**src/hw/rtl/average_predictor_raster_decode_defines.svh**
```systemverilog
// Assertion macros shared by the average predictor decode RTL
`ifndef AVERAGE_PREDICTOR_RASTER_DECODE_DEFINES_SVH
`define AVERAGE_PREDICTOR_RASTER_DECODE_DEFINES_SVH

// same-cycle implication, disabled while reset is asserted
`define APR_ASSERT_NOW(lbl, ck, rn, ante, cons) \
	lbl: assert property (@(posedge ck) disable iff (!rn) (ante) |-> (cons)) \
		else $error("apr: same-cycle check failed");

// next-cycle implication, disabled while reset is asserted
`define APR_ASSERT_NEXT(lbl, ck, rn, ante, cons) \
	lbl: assert property (@(posedge ck) disable iff (!rn) (ante) |=> (cons)) \
		else $error("apr: next-cycle check failed");

`endif

```
**src/hw/rtl/apr_pkg.sv**
```systemverilog
// Shared types and constants of the average predictor decode block
package apr_pkg;

	localparam int MAX_WIDTH_DEF = 4096;
	localparam int APB_AW        = 4;
	localparam int APB_DW        = 32;
	localparam int CMD_DEPTH     = 4;
	localparam int RES_DEPTH     = 2;

	// register index, taken from paddr[3:2]
	typedef enum logic [1:0] {
		REG_IMAGE_WIDTH  = 2'd0,
		REG_IMAGE_HEIGHT = 2'd1,
		REG_PAD_ODD_ROWS = 2'd2
	} reg_idx_t;

	// which predictor a sample uses
	typedef enum logic [1:0] {
		KIND_FIRST,
		KIND_TOP_ROW,
		KIND_LEFT_COL,
		KIND_INNER
	} kind_t;

	// classified sample from the front end (column index travels alongside)
	typedef struct packed {
		logic [7:0] residual;
		kind_t      kind;
		logic       eor;
		logic       eof;
	} cmd_t;

	// reconstructed result beat
	typedef struct packed {
		logic [7:0] sample;
		logic       eor;
		logic       eof;
	} res_t;

endpackage

```
**src/hw/rtl/apr_front.sv**
```systemverilog
// Front end: takes residual beats, tracks raster position, drops pad bytes
`include "average_predictor_raster_decode_defines.svh"
module apr_front #(
	parameter int MAX_WIDTH = apr_pkg::MAX_WIDTH_DEF
) (
	input  logic                           clk,
	input  logic                           arst_n,
	input  logic                           push,
	input  logic [7:0]                     residual,
	output logic                           full,
	input  logic [12:0]                    image_width,
	input  logic [15:0]                    image_height,
	input  logic                           pad_odd_rows,
	output logic                           cmd_push,
	output apr_pkg::cmd_t                  cmd,
	output logic [$clog2(MAX_WIDTH)-1:0]   cmd_xi,
	input  logic                           cmd_full
);
	import apr_pkg::*;

	localparam int XW = $clog2(MAX_WIDTH);
	localparam int WW = (XW + 1 > 13) ? XW + 1 : 13;

	logic [XW-1:0] col_q;
	logic [15:0]   row_q;
	logic          pad_q;
	logic          accept;
	logic [WW-1:0] width_w;
	logic [WW-1:0] last_col;
	logic          width_odd;
	logic [15:0]   last_row;
	logic          eor_c;
	logic          eof_c;
	kind_t         kind_c;

	assign full   = cmd_full;
	assign accept = push && !cmd_full;

	// effective width: zero acts as one, clipped to the line store size
	assign width_w = WW'(image_width);
	always_comb begin
		if (image_width == '0) begin
			last_col  = '0;
			width_odd = 1'b1;
		end else if (width_w > WW'(MAX_WIDTH)) begin
			last_col  = WW'(MAX_WIDTH - 1);
			width_odd = MAX_WIDTH[0];
		end else begin
			last_col  = width_w - 1'b1;
			width_odd = image_width[0];
		end
	end

	assign last_row = (image_height == '0) ? '0 : image_height - 1'b1;
	assign eor_c    = (WW'(col_q) >= last_col);
	assign eof_c    = eor_c && (row_q >= last_row);

	// predictor selection
	always_comb begin
		priority if (col_q == '0 && row_q == '0) begin
			kind_c = KIND_FIRST;
		end else if (row_q == '0) begin
			kind_c = KIND_TOP_ROW;
		end else if (col_q == '0) begin
			kind_c = KIND_LEFT_COL;
		end else begin
			kind_c = KIND_INNER;
		end
	end

	assign cmd_push     = accept && !pad_q;
	assign cmd.residual = residual;
	assign cmd.kind     = kind_c;
	assign cmd.eor      = eor_c;
	assign cmd.eof      = eof_c;
	assign cmd_xi       = col_q;

	// raster position and pad tracking
	always_ff @(posedge clk or negedge arst_n) begin
		if (!arst_n) begin
			col_q <= '0;
			row_q <= '0;
			pad_q <= 1'b0;
		end else if (accept) begin
			if (pad_q) begin
				pad_q <= 1'b0;
			end else if (eor_c) begin
				col_q <= '0;
				row_q <= eof_c ? '0 : row_q + 1'b1;
				pad_q <= pad_odd_rows && width_odd;
			end else begin
				col_q <= col_q + 1'b1;
			end
		end
	end

	`APR_ASSERT_NOW(a_pad_dropped, clk, arst_n, accept && pad_q, !cmd_push)
	`APR_ASSERT_NEXT(a_frame_wrap, clk, arst_n, cmd_push && eof_c, (col_q == '0) && (row_q == '0))

endmodule

```
**config.mk**
```make
export PLATFORM = sky130hd
export DESIGN_NAME = apr_front
export DESIGN_NICKNAME = d
export VERILOG_FILES = /design/src/hw/rtl/apr_pkg.sv /design/src/hw/rtl/apr_front.sv
export VERILOG_INCLUDE_DIRS = /design/src /design/src/hw/rtl
export SDC_FILE = /design/constraint.sdc
export NUM_CORES = 1
export LEC_CHECK = 0
export BUFFER_PORTS_ARGS = -buffer_cell sky130_fd_sc_hd__buf_2
export CORE_MARGIN = 2
export CORE_UTILIZATION = 40
export DETAILED_ROUTE_END_ITERATION = 16
export GPL_ROUTABILITY_DRIVEN = 0
export SLEW_MARGIN = 25
export SYNTH_ARGS = -nofsm -noshare
export SYNTH_HDL_FRONTEND = slang
export SYNTH_SLANG_ARGS = --single-unit
```
**constraint.sdc**
```tcl
create_clock -name clk -period 4.5 [get_ports clk]
set_input_delay 0.675 -clock clk [delete_from_list [all_inputs] [get_ports clk]]
set_output_delay 0.675 -clock clk [all_outputs]
set_load 0.01 [all_outputs]
```
# Yosys cells after proc, flatten, opt, wreduce, memory -nomap -nowiden
# Index checks and enable logic that the tools add are counted.
# op_classes
n_addsub,4
order_cmp,3
muxes,12
bitwise,1
n_reduce_logical,13
# ops
op,count
$logic_not A16 Y1,2
$mux W16,2
$mux W13,2
$add A16 B1 Y16 const B,1
$ge A16 B16 Y1,1
$sub A16 B1 Y16 const B,1
$ge A12 B13 Y1,1
$gt A13 B13 Y1 const B,1
$logic_not A13 Y1,1
$sub A13 B1 Y13 const B,1
$add A12 B1 Y12 const B,1
$logic_not A12 Y1,1
$mux W12,1
$logic_and A1 B1 Y1,5
$mux W1,5
$mux W2,2
$reduce_and A3 Y1,1
$logic_not A1 Y1,2
$reduce_and A2 Y1,1
$not A1 Y1,1
# word_totals
regBits,29
out_inout_bits,26

# Logic depth before layout (Yosys ltp)
# depth
ltp_word,6
ltp_mapped,16
mapped_depth_nobuf,13

# Worst setup path after synthesis
# OpenSTA, ideal clock, no wires.
# synth_timing
path_kind,in2out
start,input image_width[6]
end,output cmd[0] (netlist name)
t_arrival_ns,3.497
required_time_ns,3.825
path_slack_ns,0.328
cell_stages,13
path_cell_list,or4_4 > or3_4 > or3_1 > and2_4 > buf_6 > a21o_4 > ha_1 > nor2_1 > a21oi_1 > o221ai_1 > nand3_1 > and2_1 > buf_4
# synth_via
elab_chain_len,5
elab_cells_between_ends,7
# synth_rtl
item,line,text
start: declaration,apr_front.sv:11,"input logic [12:0] image_width,"
$sub A13 B1 Y13 / $gt A13 B13 Y1 (equally long branches),"apr_front.sv:49, apr_front.sv:45",
$mux W13,apr_front.sv:45,end else if (width_w > WW'(MAX_WIDTH)) begin
$mux W13 *,apr_front.sv:42,if (image_width == '0) begin
$ge A12 B13 Y1 *,apr_front.sv:55,assign eor_c = (WW'(col_q) >= last_col);
net eor_c,apr_front.sv:32,logic eor_c;
$logic_and A1 B1 Y1 *,apr_front.sv:56,assign eof_c = eor_c && (row_q >= last_row);
end: declaration,apr_front.sv:15,"output apr_pkg::cmd_t cmd,"
# Mark *: on every way through the listed nets, which the timed path passes. The rest lies on a longest branch.

==> metrics list <==
* Number of distinct library cells after synthesis: 46
- Net count reported at finish: 481
- Worst path required time: 3830 ps
* Static Leak: 0.00165 uW
* Final Instance Count excl. Fillers: 501
- Buffer type at the clock tree root: clkbuf_8
* Maximum number of pins on one net before global-route repair: 30
* Number of nets produced by synthesis: 435
* Outcome: complete, no violations
- In the final layout, the share of cells above drive strength 1 is 18.8%.
- In this run the worst hold path is classified as primary input to async pin.
- For this run, the register share of the synthesized area comes to 25.1%.
- TritonCTS built the clock tree.
- Most common flop cell mapped by yosys: dfrtp_1
* X dimension of the die: 89.0 um
* Vias in the first global route: 2482
- Floorplan row count: 30
- YS warnings: 0
* Normalized max-slew margin: 55.3%
- Setup repair after global routing missed its margin: no
* Clock edge transition at the registers on the reported setup and hold paths: 70 ps
- Power share of the combinational group: 23.0%
- Power consumption: 778 uW
- Clock tree synthesis inserted a total of 5 buffers.
- IO buf count: 51
- The H-tree was split into 2 levels.
- Of all flip-flops after synthesis, the portion carrying an async set or reset was 100%.
- The synthesized design contains 29 register bits.
* Data arrival, critical path: 3650 ps
* Category of the worst setup path capture point: output port
- Maximum clock insertion buffer count: 2
- In the routed design, unresolved DRC markers number 0.
- Kind of launch point of the worst setup path: primary input
- Top achievable clock speed: 231 MHz
* Switching share of power: 30.2%
* Setup TNS: 0 ps
* Final number of setup-violating endpoints: 0
- Number of antenna violations at the first check in global routing: 0
- Post-CTS timing repair inserted 0 buffers for setup.
- Number of cells upsized or downsized after cts: 0
* I/O pin count: 68
- Max-cap violations in this run came to 0.
* Height of the die: 89.0 um
- First-pass GRT wire length: 11.2 mm
* Final clock period utilization by the worst path: 96.0%
- CTS sink count: 29
* Avg Vias per Cell: 5.33
- Worst Tran Pin Value: 670 ps
* Number of detailed-routing iterations run before antenna repair: 4
- The number of pins with negative max-slew slack in the final report came to 0.
* Post-synth EDFFs: 0
- Total congestion overflow: 0
* Final hold viol count: 0
* Final antenna-violating net count: 0
* Syn Std Cell Area: 0.00289 mm2
- CTS hold repair buffers: 0
* Cells after DPL: 493
* Fin crit period: 4320 ps
- Sequential cells burn 40.5% of the power.
- Area inside the core boundary: 0.00691 mm2
- The filler cells instantiated in the layout total 711.
- Initial detailed-routing violation count: 97
* PwrDens: 233 mW/mm2
* Number of antenna diodes: 0
* Total internal power: 543 uW
- Total wire length: 6.64 mm
- Of all nets on the critical path, the largest fanout is 8.
- Detailed placement finished with a half-perimeter wire length of 5.32 mm.
* Net load switching power: 235 uW
- Layout Skew: 2.84 ps
- DR vias: 2672
- Worst-Skew Late Latency: 280 ps
* Synth-to-layout area growth: 15.6%
* Max IR drop VDD: 0.0912 mV
* Power share of the clock group: 36.5%
- The die covers 0.00791 mm2.
- Post-synthesis instance total: 358
- Global-route usage over all layers: 17.8%
- Once the floorplan was initialized, standard cells occupied 41.8% of the core.
* Average size of a mapped cell: 8.06 um2
- In the final routed layout, each cell accounts on average for 13.3 um.
- Setup Crit Path Kind: primary input to output port
[power groups by stage]
| stage | Combinational [uW] | Clock, uW | Sequential [uW] |
|---|---|---|---|
| 6_report | 179 | 284 | 315 |
| 5_1_grt | 205 | 300 | 319 |
| 4_1_cts | 178 | 289 | 316 |
| 3_5_place_dp | 177 | 0 | 320 |
| 3_3_place_gp | 174 | 0 | 320 |
| 2_1_floorplan | 110 | 0 | 318 |
[worst max-delay path: stages]
cell      delay, ps
buf_2           120
or4_4           550
or3_4           370
or3_1           370
and2_4          200
a21oi_1         140
ha_1            260
a211oi_1        220
nor2_1           90
o21bai_2        160
nand3_1         140
and2_1          200
buf_2           140
[synthesized netlist by cell type (all sizes together) (12+ instances only)]
| cell type | n | area (um2) |
|---|---|---|
| nor3 | 16 | 80.1 |
| buf | 12 | 93.8 |
| ha | 35 | 438 |
| o21ai | 25 | 129 |
| nand2 | 40 | 150 |
| a22o | 13 | 114 |
| nor2 | 28 | 105 |
| a21oi | 16 | 80.1 |
| xor2 | 19 | 166 |
| inv | 14 | 52.6 |
| dfrtp | 29 | 726 |
[cell type report]
| type | count | area (um2) | area share (%) |
|---|---|---|---|
| tap | 96 | 120 | 3.60 |
| clock buffer | 7 | 86.3 | 2.59 |
| timing repair buffer | 59 | 315 | 9.45 |
| clock inverter | 1 | 30.0 | 0.900 |
| multi-input combinational | 295 | 2010 | 60.1 |
| inverter | 14 | 52.6 | 1.58 |
| sequential | 29 | 726 | 21.8 |
[registers in the layout, indices dropped and copies added, names as in the netlist]
register / flops
pad_q: 1
cmd_xi: 12
row_q: 16
[routing by layer]
layer	routed length (um)	up-vias	track usage (%)
met3	298	5	3.32
met2	3000	56	30.0
li1	-	1371	-
met5	0	-	0
met1	3260	1240	23.5
met4	81	0	4.75
[kinds of logic (layout without fill, tap and decap cells)]
group	Yosys count	after routing	synth area share, %
flops	29	29	25.1
simple gates	153	153	27.0
xor+xnor	27	27	8.19
fa+ha+maj	35	35	15.2
mux	1	1	0.390
buf+inv	34	81	6.11
compound gates	79	79	18.0
[cell usage in the layout, fill, tap and decap left out, drive strengths merged, types with 2 or more instances in the layout]
master,instances
a211oi,3
a21o,5
a21oi,16
a22o,13
a31oi,2
and2,4
and3,9
and4,2
buf,59
clkbuf,7
dfrtp,29
ha,35
inv,14
nand2,40
nand2b,5
nand3,11
nand4,7
nor2,28
nor2b,11
nor3,16
nor3b,2
nor4,8
nor4b,2
o21a,4
o21ai,25
o22ai,3
or3,6
xnor2,8
xor2,19
[final timing paths]
kind,from,end,slack [ps],depth (start not counted)
max,image_width[6],cmd[0],180,13
min,arst_n,cmd_xi[9],420,1
max reg2reg,row_q[0],row_q[0],2090,10
min reg2reg,pad_q,pad_q,530,2
max in group asynchronous,arst_n,cmd_xi[2],3640,1
min in group clk,pad_q,pad_q,530,2
[per-stage QoR]
step                      utilization, %  worst slack [ps]  hold slack (ps)  instance area (um2)
after floorplan                        -               328              379                 2890
after global placement              46.3               211              532                 3200
after detailed placement            46.3               126              512                 3200
after CTS                           48.0               132              442                 3310
after global routing                48.3              12.5              478                 3340
final                               48.3               179              420                 3340
Note: power is estimated with default switching activity, not from simulation.
