$ cat config.mk
export PLATFORM = sky130hd
export DESIGN_NAME = apr_fifo
export DESIGN_NICKNAME = d
export VERILOG_FILES = /design/src/hw/rtl/apr_fifo.sv
export VERILOG_INCLUDE_DIRS = /design/src /design/src/hw/rtl
export SDC_FILE = /design/constraint.sdc
export NUM_CORES = 1
export LEC_CHECK = 0
export ABC_AREA = 1
export BUFFER_PORTS_ARGS = -buffer_cell sky130_fd_sc_hd__buf_4
export CORE_MARGIN = 2
export CORE_UTILIZATION = 53
export DETAILED_ROUTE_END_ITERATION = 8
export PLACE_DENSITY = 0.88
export RECOVER_POWER = 100
export SYNTH_ARGS = -nofsm -noshare
export SYNTH_HDL_FRONTEND = slang
export SYNTH_SLANG_ARGS = --single-unit
$ cat constraint.sdc
create_clock -name clk -period 2.1 [get_ports clk]
set_input_delay 0.105 -clock clk [delete_from_list [all_inputs] [get_ports clk]]
set_output_delay 0.105 -clock clk [all_outputs]
set_load 0.02 [all_outputs]
$ cat src/hw/rtl/average_predictor_raster_decode_defines.svh
// Assertion macros shared by the average predictor decode RTL
`ifndef AVERAGE_PREDICTOR_RASTER_DECODE_DEFINES_SVH
`define AVERAGE_PREDICTOR_RASTER_DECODE_DEFINES_SVH

// same-cycle implication, disabled while reset is asserted
`define APR_ASSERT_NOW(lbl, ck, rn, ante, cons) \
	lbl: assert property (@(posedge ck) disable iff (!rn) (ante) |-> (cons)) \
		else $error("apr: same-cycle check failed");

// next-cycle implication, disabled while reset is asserted
`define APR_ASSERT_NEXT(lbl, ck, rn, ante, cons) \
	lbl: assert property (@(posedge ck) disable iff (!rn) (ante) |=> (cons)) \
		else $error("apr: next-cycle check failed");

`endif

$ cat src/hw/rtl/apr_fifo.sv
// Small register FIFO used for the command and result queues
`include "average_predictor_raster_decode_defines.svh"
module apr_fifo #(
	parameter int W     = 8,
	parameter int DEPTH = 2
) (
	input  logic         clk,
	input  logic         arst_n,
	input  logic         push,
	input  logic [W-1:0] din,
	output logic         full,
	input  logic         pop,
	output logic [W-1:0] dout,
	output logic         empty
);
	localparam int AW = (DEPTH > 1) ? $clog2(DEPTH) : 1;
	localparam int CW = $clog2(DEPTH + 1);

	logic [W-1:0]  slot_q [DEPTH];
	logic [AW-1:0] wr_q;
	logic [AW-1:0] rd_q;
	logic [CW-1:0] cnt_q;
	logic          push_ok;
	logic          pop_ok;

	assign full    = (cnt_q == CW'(DEPTH));
	assign empty   = (cnt_q == '0);
	assign push_ok = push && !full;
	assign pop_ok  = pop && !empty;
	assign dout    = slot_q[rd_q];

	// storage
	always_ff @(posedge clk) begin
		if (push_ok) begin
			slot_q[wr_q] <= din;
		end
	end

	// pointers and fill level
	always_ff @(posedge clk or negedge arst_n) begin
		if (!arst_n) begin
			wr_q  <= '0;
			rd_q  <= '0;
			cnt_q <= '0;
		end else begin
			if (push_ok) begin
				wr_q <= (wr_q == AW'(DEPTH - 1)) ? '0 : wr_q + 1'b1;
			end
			if (pop_ok) begin
				rd_q <= (rd_q == AW'(DEPTH - 1)) ? '0 : rd_q + 1'b1;
			end
			if (push_ok && !pop_ok) begin
				cnt_q <= cnt_q + 1'b1;
			end else if (pop_ok && !push_ok) begin
				cnt_q <= cnt_q - 1'b1;
			end
		end
	end

	`APR_ASSERT_NEXT(a_fifo_fills, clk, arst_n, push_ok && !pop_ok && (cnt_q == CW'(DEPTH - 1)), full)

endmodule

==> Word-level counts from Yosys, hierarchy flattened <==
Memory sizes are Yosys's and may differ from the RTL's.
Index checks and enable logic that the tools add are counted.
{ "word_totals": {"regBits": 4, "ramBits": 16, "in_bits": 12, "out_inout_bits": 10, "wordCells": 25, "memories": 1} }
{ "memory_table": {"columns": ["memory", "words", "word_bits", "read_ports", "rd_clocked_by_memory_dff", "write_ports", "line", "rtl"], "rows": [
  ["slot_q", 2, 8, 1, 0, 1, "apr_fifo.sv:19", "logic [W-1:0] slot_q [DEPTH];"]
]} }
{ "classes": {"add_sub_neg": 4, "eq_ne": 1, "n_mux": 6, "reduce_logical": 10} }
{ "ops": {"columns": ["cell", "n"], "rows": [
  ["logical AND 1 bit", 4],
  ["zero test 1 bit", 4],
  ["2-to-1 mux 1 bit", 4],
  ["2-to-1 mux 2 bit", 2],
  ["adder 1 bit, second input constant", 2],
  ["adder 2 x 1 -> 2 bit, second input constant", 1],
  ["equality test 2 bit, second input constant", 1],
  ["zero test 2 bit", 1],
  ["nonzero test 2 bit", 1],
  ["subtractor 2 x 1 -> 2 bit, second input constant", 1]
]} }

==> Logic depth before layout (Yosys ltp) <==
Gate-level depths: netlist of run 1.
{ "depth": {"word_depth": 7, "mapped_depth": 9, "mapped_depth_nobuf": 9} }

==> Least setup slack after synthesis of run 1 <==
No wires, ideal clock.
{ "synth_timing": {"path_kind": "reg2reg", "start": "reg cnt_q[0]", "end": "reg cnt_q[1]", "setup_ns": 0.117, "arrival_time_ns": 1.282, "path_slack_ns": 0.701, "stages_incl_launch_ff": 8, "period_less_slack_ns": 1.399, "path_cell_list": "dfrtp_1 > nor2_2 > nor2_2 > ha_1 > inv_1 > nand3_1 > nand2_1 > nand2_1"} }
{ "synth_via": {"elab_chain_len": 6, "word_cells_on_any_way": 15, "cone_classes": "add/sub: 2; eq/ne: 1; mux: 2; reduce/logical: 10"} }
{ "synth_lines": {"columns": ["element", "line", "rtl"], "rows": [
  ["start: declaration", "apr_fifo.sv:22", "logic [CW-1:0] cnt_q;"],
  ["start signal: assignment", "apr_fifo.sv:53", "cnt_q <= cnt_q + 1'b1;"],
  ["start signal: assignment", "apr_fifo.sv:55", "cnt_q <= cnt_q - 1'b1;"],
  ["equality test 2 bit (*)", "apr_fifo.sv:26", "assign full = (cnt_q == CW'(DEPTH));"],
  ["named net full", "apr_fifo.sv:11", "output logic full,"],
  ["zero test 1 bit (*)", "apr_fifo.sv:28", "assign push_ok = push && !full;"],
  ["logical AND 1 bit (*)", "apr_fifo.sv:28", null],
  ["zero test 1 bit", "apr_fifo.sv:54", "end else if (pop_ok && !push_ok) begin"],
  ["logical AND 1 bit", "apr_fifo.sv:54", null],
  ["nonzero test 2 bit (no line)", null, null]
]} }
The timed path passes the listed nets; every way through them passes the cells marked *. The select of a mux whose other input is x is not followed.
A chain may end at the register's enable or synchronous reset.

==> Final worst setup path of run 1 <==
{ "layout_timing": {"start": "reg rd_q", "end": "out dout[3]"} }
{ "layout_via": {"elab_chain_len": 1} }
{ "layout_lines": {"columns": ["element", "line", "rtl"], "rows": [
  ["start: declaration", "apr_fifo.sv:21", "logic [AW-1:0] rd_q;"],
  ["start signal: assignment", "apr_fifo.sv:50", "rd_q <= (rd_q == AW'(DEPTH - 1)) ? '0 : rd_q + 1'b1;"],
  ["memory (2 x 8 bit)", null, null],
  ["end: declaration", "apr_fifo.sv:13", "output logic [W-1:0] dout,"]
]} }
Every way passes these cells.

==> impl_metrics.yaml, run 1 <==
run_status:
  outcome: "finished, final reports clean"
critical_path:
  end_kind: "output pin"
  cp_max_fo: 10
  rrSetupSlack_ps: 620
  r2r_cells: 3
  cp_slowest_cell: "dfrtp_1"
  path_cells: "inv_1 > nand2_1 > nand2_1 > clkbuf_1"
  slowest_delay_ps: 500
  cp_common_cell: "nand2_1"
  reg2reg_from: "cnt_q[1]"
  cp-start-kind: "flip-flop"
  r2r-end: "slot_q[1][2]"
  path_class: "reg -> out"
  critPathBufInv: 2
  crit_family: "buffers and inverters"
  cp_data_arrival_time_ps: 1500
  required_ps: 2000
sta:
  skew_ps: 10.8
  setup_tns_ps: 0
  slew_headroom_pct: 57.4
  report.final.slew_viol_count: 0
  finalHoldViolations: 0
  setup_viol: 0
  finalCriticalPeriod_ps: 1600
  fin_crit_sh_pct: 76.3
  worst_slew_pin_slew_ps: 636
  max_freq_ghz: 0.624
  rsz0062_at_grt: "no"
synth:
  yosys-mux-area-fraction_pct: 0
  synth_top_area_cell: "edfxtp_1"
  synth-xor-area-share_pct: 1.08
  synth-simple-area-share_pct: 20.1
  synth_edf_count: 16
  yosysMostFrequentCell: "nand2_1"
  synth_seq_area_share_pct: 71.7
  syn_area_per_cell_um2: 11.1
  synth_top_area_share_pct: 59.4
  synth_cell_types: 14
  synth_compound_area_share_pct: 1.24
  synth_seq_cells: 20
  synth_top_family_by_area: "simple AND/OR/NAND/NOR gates"
  netlist_area_um2: 810
  synth-async-reset-ratio_pct: 20.0
  yosys_warnings: 0
  yosys.area_share.adder_pct: 1.55
  synth_common_cells: "nand2_1 (33), edfxtp_1 (16), inv_1 (7)"
  syn_inst: 73
  synth.top_cells.by_area: "edfxtp_1 (59%), nand2_1 (15%), dfrtp_1 (12%), inv_1 (3.2%), ha_1 (1.5%)"
  syn_nets: 86
  synth_ff_type: "edfxtp_1"
routing:
  detail-route-antenna-nets: 0
  initialDrtViolationCount: 14
  drc_errors: 0
  routedWlPerCell_um: 12.7
  firstDrtPassIters: 4
  finalWirelength_um: 1550
  vias: 590
  vias_per_cell: 4.84
cells_and_area:
  final_core_util_pct: 71.5
  drive_above_1_share_pct: 12.3
  fin_nets: 120
  syn2layout_area_growth_pct: 30.0
  diodes: 0
place:
  dp_hpwl_um: 1150
  gp_congestion: 0.706
  port_buffers: 21
die:
  start_util_pct: 55.0
  ios: 22
  core_area_mm2: 0.00147
  die_h_um: 43.1
  rows: 14
  fp.dieArea_mm2: 0.00186
  dieWidth_um: 43.1
worst_hold_path:
  min_from: "pop"
  min_to: "rd_q"
  min_path_cells: 3
  hold_path_class: "in -> reg"
global_route:
  grt_pass1_wl_um: 2560
  grt_overflow: 0
  grt_usage_pct: 19.2
  grt_antenna_before_repair: 0
  grt_max_degree: 12
  grt_pass1_vias: 621
run:
  cap_violations: 0
clock_tree:
  path_clk_slew_ps: 100
  cts_tree: "done"
  root_buffer: "clkbuf_4"
  cts_buffers: 3
  cts_sinks: 20
  clockBufferDepth: 2
  cts_resized: 0
  insertion_delay_ps: 290
  h-tree-depth: 1
pwr:
  vdd_ir_drop_max_v: 0.000963
  power_per_cell_area_mw_per_mm2: 1280
  p_leak_nw: 0.473
==> kinds of logic (layout without fill, tap and decap cells) <==
kind of cell	Yosys count	in the layout
simple gates	40	40
flops	20	20
buf+inv	9	42
compound gates	2	2
fa+ha+maj	1	1
xor+xnor	1	1
==> power breakdown <==
group	leakage, nW	switching (mW)	internal [mW]
Clock	0.0154	0.108	0.0690
Combinational	0.260	0.380	0.168
Sequential	0.197	0.0728	0.551
==> worst min-delay path, delay by kind of cell <==
kind	cells	cell delay (ps)
simple gates	2	120
buf+inv	1	80
==> cell usage in the layout, fill, tap and decap left out, drive strengths merged <==
master	Yosys	layout
nand4	1	1
clkbuf	0	21
clkinv	0	1
dfrtp	4	4
nand3	1	1
dlygate4sd3	0	9
nand3b	1	1
xnor2	1	1
o21ai	2	2
buf	1	3
ha	1	1
nor2	4	4
nand2	33	33
inv	8	8
edfxtp	16	16
==> how the worst max path moves through the flow <==
| stage | cells after the start | slack, ps | endpoint | startpoint |
|---|---|---|---|---|
| after floorplan | 7 | 700 | cnt_q[1] | cnt_q[0] |
| after global placement | 3 | 680 | slot_q[1][1] | cnt_q[1] |
| after detailed placement | 3 | 600 | slot_q[1][1] | cnt_q[1] |
| after CTS | 3 | 590 | slot_q[1][2] | cnt_q[1] |
| after global routing | 4 | 400 | dout[5] | rd_q |
| final | 4 | 500 | dout[3] | rd_q |
==> sequential cells by signal (all words and copies together) (netlist names) <==
register / cells
slot_q: 16
rd_q: 1
wr_q: 1
cnt_q: 2
==> through the flow <==
step / instances / area, µm² / setup WS [ps] / total power [mW] / hold slack (ps)
final: 122 / 1050 / 497 / 1.35 / 52.9
after global routing: 122 / 1050 / 396 / 1.44 / 77.6
after CTS: 122 / 1100 / 588 / 1.45 / 42.9
after detailed placement: 109 / 982 / 601 / 1.26 / -94.5
after global placement: 109 / 982 / 683 / 1.22 / -96.1
after floorplan: 73 / 810 / 701 / 1.01 / -191
==> layout make-up <==
type                            count  area (µm²)
Multi-Input combinational cell     44         189
Sequential cell                    20         581
Fill cell                         117         419
Clock buffer                        3        22.5
Tap cell                           16        20.0
Inverter                            8        30.0
Clock inverter                      1        3.75
Timing Repair Buffer               30         206
==> metal layers <==
metal | track usage (%) | vias up | part of all wire, %
met4 | 10.9 | 0 | 2.7
met5 | 0 | - | 0
met1 | 21.6 | 264 | 41
met2 | 34.3 | 20 | 52
li1 | - | 302 | -
met3 | 2.13 | 4 | 4.3
==> repair_timing <==
item / 4_1_cts / 5_1_grt
hold buffers: 9 / 0
endpoints found under the hold margin: 19 / 0
setup buffers: 0 / 0
No activity file was read; power rests on OpenSTA's default activity.
==> run 2: changes to the inputs <==
--- a/config.mk
+++ b/config.mk
@@ -9,9 +9,9 @@
 export ABC_AREA = 1
 export BUFFER_PORTS_ARGS = -buffer_cell sky130_fd_sc_hd__buf_4
 export CORE_MARGIN = 2
-export CORE_UTILIZATION = 53
+export CORE_UTILIZATION = 49
 export DETAILED_ROUTE_END_ITERATION = 8
-export PLACE_DENSITY = 0.88
+export PLACE_DENSITY = 0.82
 export RECOVER_POWER = 100
 export SYNTH_ARGS = -nofsm -noshare
 export SYNTH_HDL_FRONTEND = slang
==> constraint.sdc (replaced) <==
create_clock -name clk -period 1.5 [get_ports clk]
set_input_delay 0.075 -clock clk [delete_from_list [all_inputs] [get_ports clk]]
set_output_delay 0.075 -clock clk [all_outputs]
set_load 0.02 [all_outputs]
==> run 2 against run 1 <==
  * The run now ends with hold timing left
  * Global-route usage fell by 1.2 points
  * Combinational power increased by 60%
  * Count of clock-buffer cells in the layout increased by 1
  * Non-clock buffer count up 2
  * Register-to-register slack lost 540 ps
  * Power up 54%
  * Highest routed layer unchanged
==> impl_metrics.yaml, run 2 (synthesized netlist as in run 1, its figures left out) <==
run_status:
  outcome: "complete, but fails checks"
  failed_checks: "hold timing"
run:
  cap_violations: 0
pwr:
  power.total_mw: 2.08
  power_per_cell_area_mw_per_mm2: 1880
  vdd_ir_drop_max_v: 0.00143
  p_leak_nw: 0.510
cells_and_area:
  fin_nets: 122
  largest_reg_flops: 16
  fillers: 117
  final_core_util_pct: 72.3
  final_cell_mix: "nand2_1 (33), edfxtp_1 (16), clkbuf_4 (9), dlygate4sd3_1 (9), buf_4 (8)"
  diodes: 0
  seq_area_um2: 582
  multi_input_area_um2: 199
  layout_commonest_cell: "nand2_1"
  stdcell_area_mm2: 0.00110
  reg_top3: "slot_q (16), cnt_q (2)"
  syn2layout_area_growth_pct: 36.2
  final_cells: 124
  drive_above_1_share_pct: 25.0
  regMostFlops: "slot_q"
sta:
  rsz0062_at_grt: "no"
  report.final.slew_viol_count: 0
  finalHoldViolations: 1
  worst_slew_pin_slew_ps: 324
  fin_crit_sh_pct: 94.9
  setup_viol: 0
  setup_tns_ps: 0
  slew_headroom_pct: 78.4
  max_freq_ghz: 0.702
  skew_ps: 7.98
  holdWs_ps: -0.223
  setup_ws_ps: 76.0
  finalCriticalPeriod_ps: 1420
critical_path:
  cp_data_arrival_time_ps: 1630
  end_kind: "flip-flop"
  slowest_delay_ps: 430
  cp-start-kind: "flip-flop"
  cp_slowest_cell: "dfrtp_1"
  crit_family: "flip-flops"
  path_cells: "inv_1 > nor2_4 > nor2_2 > ha_1 > inv_1 > nand3_1 > nand2_1 > nand2_1"
  critPathBufInv: 2
  required_ps: 1710
  cp_max_fo: 4
  path_class: "reg -> reg"
routing:
  drt-met1-wl_um: 605
  wl_met3_um: 72
  vias: 604
  drc_errors: 0
  wl_met2_um: 859
  vias_per_cell: 4.87
  routedWlPerCell_um: 12.9
  highest_layer: "met4"
  detail-route-antenna-nets: 0
  initialDrtViolationCount: 5
  firstDrtPassIters: 4
  finalWirelength_um: 1600
clock_tree:
  clockBufferDepth: 2
  h-tree-depth: 1
  cts_tree: "done"
  cts_sinks: 20
  path_clk_slew_ps: 110
  root_buffer: "clkbuf_4"
  insertion_delay_ps: 300
  cts_buffers: 3
die:
  start_util_pct: 53.1
  dieWidth_um: 44.6
  ios: 22
  core_area_mm2: 0.00152
  fp.dieArea_mm2: 0.00199
  die_h_um: 44.6
  rows: 14
global_route:
  grt_overflow: 0
  grt_pass1_vias: 589
  grt_antenna_before_repair: 0
  grt_max_degree: 12
  grt_pass1_wl_um: 2430
  grt_usage_pct: 17.9
place:
  dp_hpwl_um: 1160
  placed_area_um2: 990
  gp_congestion: 0.899
  placedCellCount: 110
  port_buffers: 21
  dp_slack_ps: -6.37
worst_hold_path:
  hold_path_class: "in -> reg"
run 2: cell count changes in the layout (fill, tap and decap cells not counted), moves of 2 or more:
cell	before	now
buf_4	3	8
clkbuf_2	0	5
nor2_1	4	2
clkbuf_1	11	3
run 2: power by group:
part,switching (mW),total [mW],internal (mW)
combinational,0.550,0.879,0.329
clock,0.165,0.313,0.148
sequential,0.111,0.884,0.774
run 2: area by class of cell:
cell class	count	share of cell area, %
clock buffer	4	3.29
inverter	8	2.72
multi-input combinational	44	18.0
sequential	20	52.8
tap	16	1.82
timing repair buffer	32	21.3
run 2: worst paths after layout:
kind / to / slack [ps] / startpoint / depth (start not counted)
setup / recovery: cnt_q[1] / 80 / cnt_q[1] / 8
hold / removal: rd_q / -0.2 / pop / 3
setup reg to reg: cnt_q[1] / 80 / cnt_q[1] / 8
hold reg to reg: wr_q / 520 / wr_q / 2
max in group asynchronous: cnt_q[0] / 1180 / arst_n / 2
min in group asynchronous: cnt_q[1] / 110 / arst_n / 2
run 2: metal layers:
layer,up-vias,GRT usage (%)
li1,304,-
met1,272,18.9
met2,21,31.3
met3,7,2.86
met4,0,13.9
met5,-,0
run 2: tightest hold or removal path: cells and delay by family:
family,cells,cell delay (ps)
and+or+nand+nor,2,130
buffers and inverters,1,80
run 2: timing repair:
action                     4_1_cts  5_1_grt
hold endpoints to repair        20        0
hold buffers                     9        0
setup buffers                    0        1
setup endpoints to repair        1        1
pin swaps                        0        0
resized for setup                1        2
